==> src/ssfpg_ram.sv <==
// ----------------------------------------------------------------------------
// ssfpg_ram
// Generic single-port RAM, one read or write per cycle, registered read data.
// ----------------------------------------------------------------------------
module ssfpg_ram #(
	parameter int WIDTH = 8,
	parameter int DEPTH = 256
) (
	input  logic                     clk,
	input  logic                     en,
	input  logic                     we,
	input  logic [$clog2(DEPTH)-1:0] addr,
	input  logic [WIDTH-1:0]         wdata,
	output logic [WIDTH-1:0]         rdata
);

	logic [WIDTH-1:0] mem_q [DEPTH];

	always_ff @(posedge clk) begin
		if (en) begin
			if (we) begin
				mem_q[addr] <= wdata;
			end
			rdata <= mem_q[addr];
		end
	end

endmodule

==> config.mk <==
export PLATFORM = sky130hd
export DESIGN_NAME = ssfpg_ram
export DESIGN_NICKNAME = d
export VERILOG_FILES = /design/src/ssfpg_ram.sv
export SDC_FILE = /design/constraint.sdc
export NUM_CORES = 2
export LEC_CHECK = 0
export BUFFER_PORTS_ARGS = -buffer_cell sky130_fd_sc_hd__buf_2
export CAP_MARGIN = 40
export CORE_ASPECT_RATIO = 1.5
export CORE_MARGIN = 10
export CORE_UTILIZATION = 45
export DETAILED_ROUTE_END_ITERATION = 8
export GPL_ROUTABILITY_DRIVEN = 0
export SETUP_SLACK_MARGIN = 0.15
export SLEW_MARGIN = 5
export SYNTH_ARGS = -nofsm -noshare
export SYNTH_HDL_FRONTEND = slang
export SYNTH_SLANG_ARGS = --single-unit
==> constraint.sdc <==
create_clock -name clk -period 3.72 [get_ports clk]
set_input_delay 1.116 -clock clk [delete_from_list [all_inputs] [get_ports clk]]
set_output_delay 1.116 -clock clk [all_outputs]
set_load 0.01 [all_outputs]
== Word-level counts from Yosys, hierarchy flattened ==
Memories as Yosys holds them, arrays and structs flattened. A register that Yosys moved wholly into a read port is not among the register bits.
Cells that the tools add are included.

* Muxes and demuxes: 3

{| class="wikitable"
|+ Operators with widths
! operator !! count
|-
| $mux W1 || 3
|}

* Register bits after elaboration: 0
* RAM bits: 2048
* Bits of input ports: 19
* Logic and storage cells: 4
* Memories: 1

{| class="wikitable"
|+ Memories
! name !! words !! width !! read ports !! clocked after memory_dff !! wr ports !! line !! RTL
|-
| mem_q || 256 || 8 || 1 || 1 || 1 || 17 || <nowiki>logic [WIDTH-1:0] mem_q [DEPTH];</nowiki>
|}

== Logic depth before layout (Yosys ltp) ==
* Depth after elaboration: 3
* Gate-level depth with buffers: 9
* Depth with buffers taken out: 5

== Least setup slack after synthesis ==
No wires, ideal clock.

* Kind: input-to-reg
* From: input port addr[0]
* To: memory mem_q[105][0], enable pin
* Library setup time: 0.370 ns
* Data arrival time: 3.006 ns
* Required time: 3.350 ns
* Setup slack: 0.344 ns
* Stages: 8
* Path buffers: 5
* Path through: clkbuf_1 buf_4 buf_4 buf_2 nor3b_1 nand2_1 clkbuf_1 nor2_1

{| class="wikitable"
|+ RTL lines
! what !! line !! RTL
|-
| start, declared || 12 || <nowiki>input logic [$clog2(DEPTH)-1:0] addr,</nowiki>
|-
| end, declared || 17 ||
|}

Straight into the memory's write port.

==> impl_metrics.toml <==
[global_routing]
grt_overflow_total = 0
grt.total_usage = 0.206
antenna_found_initial = 12
grt_max_degree = 111
first_global_vias = 40000
grt_pass1_wl_mm = 288

[timing]
max_freq_mhz = 288
rsz0062_at_grt = "false"
finalHoldViolCount = 0
min_period_over_period = 0.932
relSlewSlack = 0.365
tightestPinTransition_ns = 0.952
fin_worst_skew_ns = 0.0218
setup_violations = 0
period_needed_ns = 3.47
final_max_slew_viol_count = 0

[die]
rows = 187
io_pins = 27
dieArea_um2 = 192000
core_um2 = 173000
die_height_um = 531
initial_utilization = 0.453
die_w_um = 361

[route]
first_pass_iters = 5
routed_wl_mm = 198
vias_per_cell = 5.91
drc = 0
vias = 38900
ant_nets = 0
wl_per_cell_um = 30.1
drt-initial-drc-count = 3948

[pwr]
power_density_nw_per_um2 = 498
peakVddDrop_v = 0.000373
power_w = 0.0459
p_leak_nw = 29.2

[logic_synthesis]
ys_seq_area_frac = 0.788
ys_ff_latch = 2056
netlist_instances = 3525
synthDistinctLibCells = 21
synthTopCellsByArea = "edfxtp_1, mux4_2, a22oi_1, nor2_1, a21oi_1"
synth_largest_area_cell = "edfxtp_1"
synth_top_area_share = 0.788
avgSynthCellArea_um2 = 22.2
synth_fp_nets = 3544
synth_area_um2 = 78400
ys.warnings.count = 0

[cells_and_area]
area_delta_synth_final_pct = 17.5
drive_above_1_share = 0.341
fillCellCount = 13300
fin_util = 0.532
fin_nets = 4183
fin_area_um2 = 92100

[placed_design]
port_buffers = 26
place_area_um2 = 86500
dp_hpwl_mm = 127

[clock_tree]
cts_hold_buf = 0
cts_max_level = 4
numClockSinks = 2056
cts_inserted_buffers = 176
clockBufferDepth = 3
clk_latency_ns = 0.80
cts_tree = "yes"
cts.clk_slew.worst_paths_ns = 0.06
cts_root_buf = "clkbuf_16"

[status]
outcome = "completed"

[worst_setup_path]
critical_path_class = "input pin to flop"
arrival_ns = 3.99
worst_setup_path_start_kind = "input pin"
required_ns = 4.24
path_max_fanout = 14
r2r_slack_ns = 0.84
cp-end-kind = "flop"

[min_path]
hold_path.class = "input pin to flop"

[run]
maxCapViolations = 0
[worst paths after layout]
kind / startpoint / endpoint / cells after the start
worst max-delay path: addr[0] / rdata[0] / 10
worst min-delay path: wdata[0] / mem_q[1][0] / 1
worst max register to register: mem_q[127][0] / rdata[0] / 7
worst min register to register: mem_q[59][5] / rdata[5] / 5
[power by group]
group	total (W)	switching, W	leakage [nW]	internal, W
clock network	0.0179	0.00799	2.70	0.00995
logic	0.00238	0.00142	8.03	0.000963
registers	0.0255	0.0000252	18.5	0.0255
total	0.0459	0.00944	29.2	0.0364
[cells in the mapped netlist (all sizes together)]
cell type / count
nor3: 1
and4: 1
buf: 82
nor3b: 2
edfxtp: 2056
clkbuf: 143
nand2b: 2
a22oi: 256
mux4: 512
nor2b: 6
nand3: 4
nand2: 30
o41ai: 32
or2: 1
nand4: 8
nor2: 259
and2: 2
a21oi: 128
[metrics by stage]
| step | setup slack, ns | hold WS (ns) | TNS [ns] | cells |
|---|---|---|---|---|
| after floorplan | 0.344 | 0.896 | 0 | 3525 |
| after global placement | -0.631 | 1.12 | -2.22 | 6252 |
| after detailed placement | -0.660 | 1.10 | -2.48 | 6254 |
| after CTS | 0.185 | 0.771 | 0 | 6570 |
| after global routing | 0.267 | 0.786 | 0 | 6571 |
| final | 0.253 | 0.777 | 0 | 6571 |
[cell type report]
class	instances	area, µm²	share of cell area
Antenna cell	1	2.50	0.0000272
Clock buffer	216	4640	0.0504
Clock inverter	100	901	0.00978
Multi-Input combinational cell	1244	15700	0.171
Sequential cell	2056	61700	0.671
Tap cell	2268	2840	0.0308
Timing Repair Buffer	686	6210	0.0674
[cell families (layout without fill, tap and decap cells)]
family,Yosys count,in the layout,synth area share
AO/OA/AOI/OAI,416,416,0.0363
buffers and inverters,225,1002,0.0127
flip-flops,2056,2056,0.788
other,0,1,0
AND/OR/NAND/NOR,316,316,0.0160
multiplexers,512,512,0.147
[critical path, stage by stage]
cell,delay (ns)
buf_8,0.25
buf_12,0.20
buf_12,0.17
mux4_2,0.50
a22oi_1,0.25
a21oi_1,0.14
buf_4,0.17
o41ai_1,0.81
buf_4,0.24
nand4_1,0.08
[state kept, by name (all words and copies together), names as in the netlist]
| signal | count |
|---|---|
| rdata | 8 |
| mem_q | 2048 |
[per-layer routing]
metal / vias up / global-route usage / share of wire
met5: - / 0 / 0.00034
met4: 10 / 0.0777 / 0.039
met3: 337 / 0.0259 / 0.059
met2: 1394 / 0.362 / 0.52
met1: 20900 / 0.263 / 0.38
li1: 16200 / - / -
[placed cells by master (no fill, tap or decap), drive strengths merged, types with 6 or more instances in the layout]
cell type and instances:
a21oi 128, a22oi 256, buf 682, bufinv 16
clkbuf 220, clkinv 73, clkinvlp 6, edfxtp 2056
mux4 512, nand2 30, nand4 8, nor2 259
nor2b 6, o41ai 32
[timing repair]
action	in CTS	in global routing
setup buffers	0	0
setup endpoints to repair	0	1
resized for setup	0	1
Note: power is estimated with default switching activity, not from simulation.
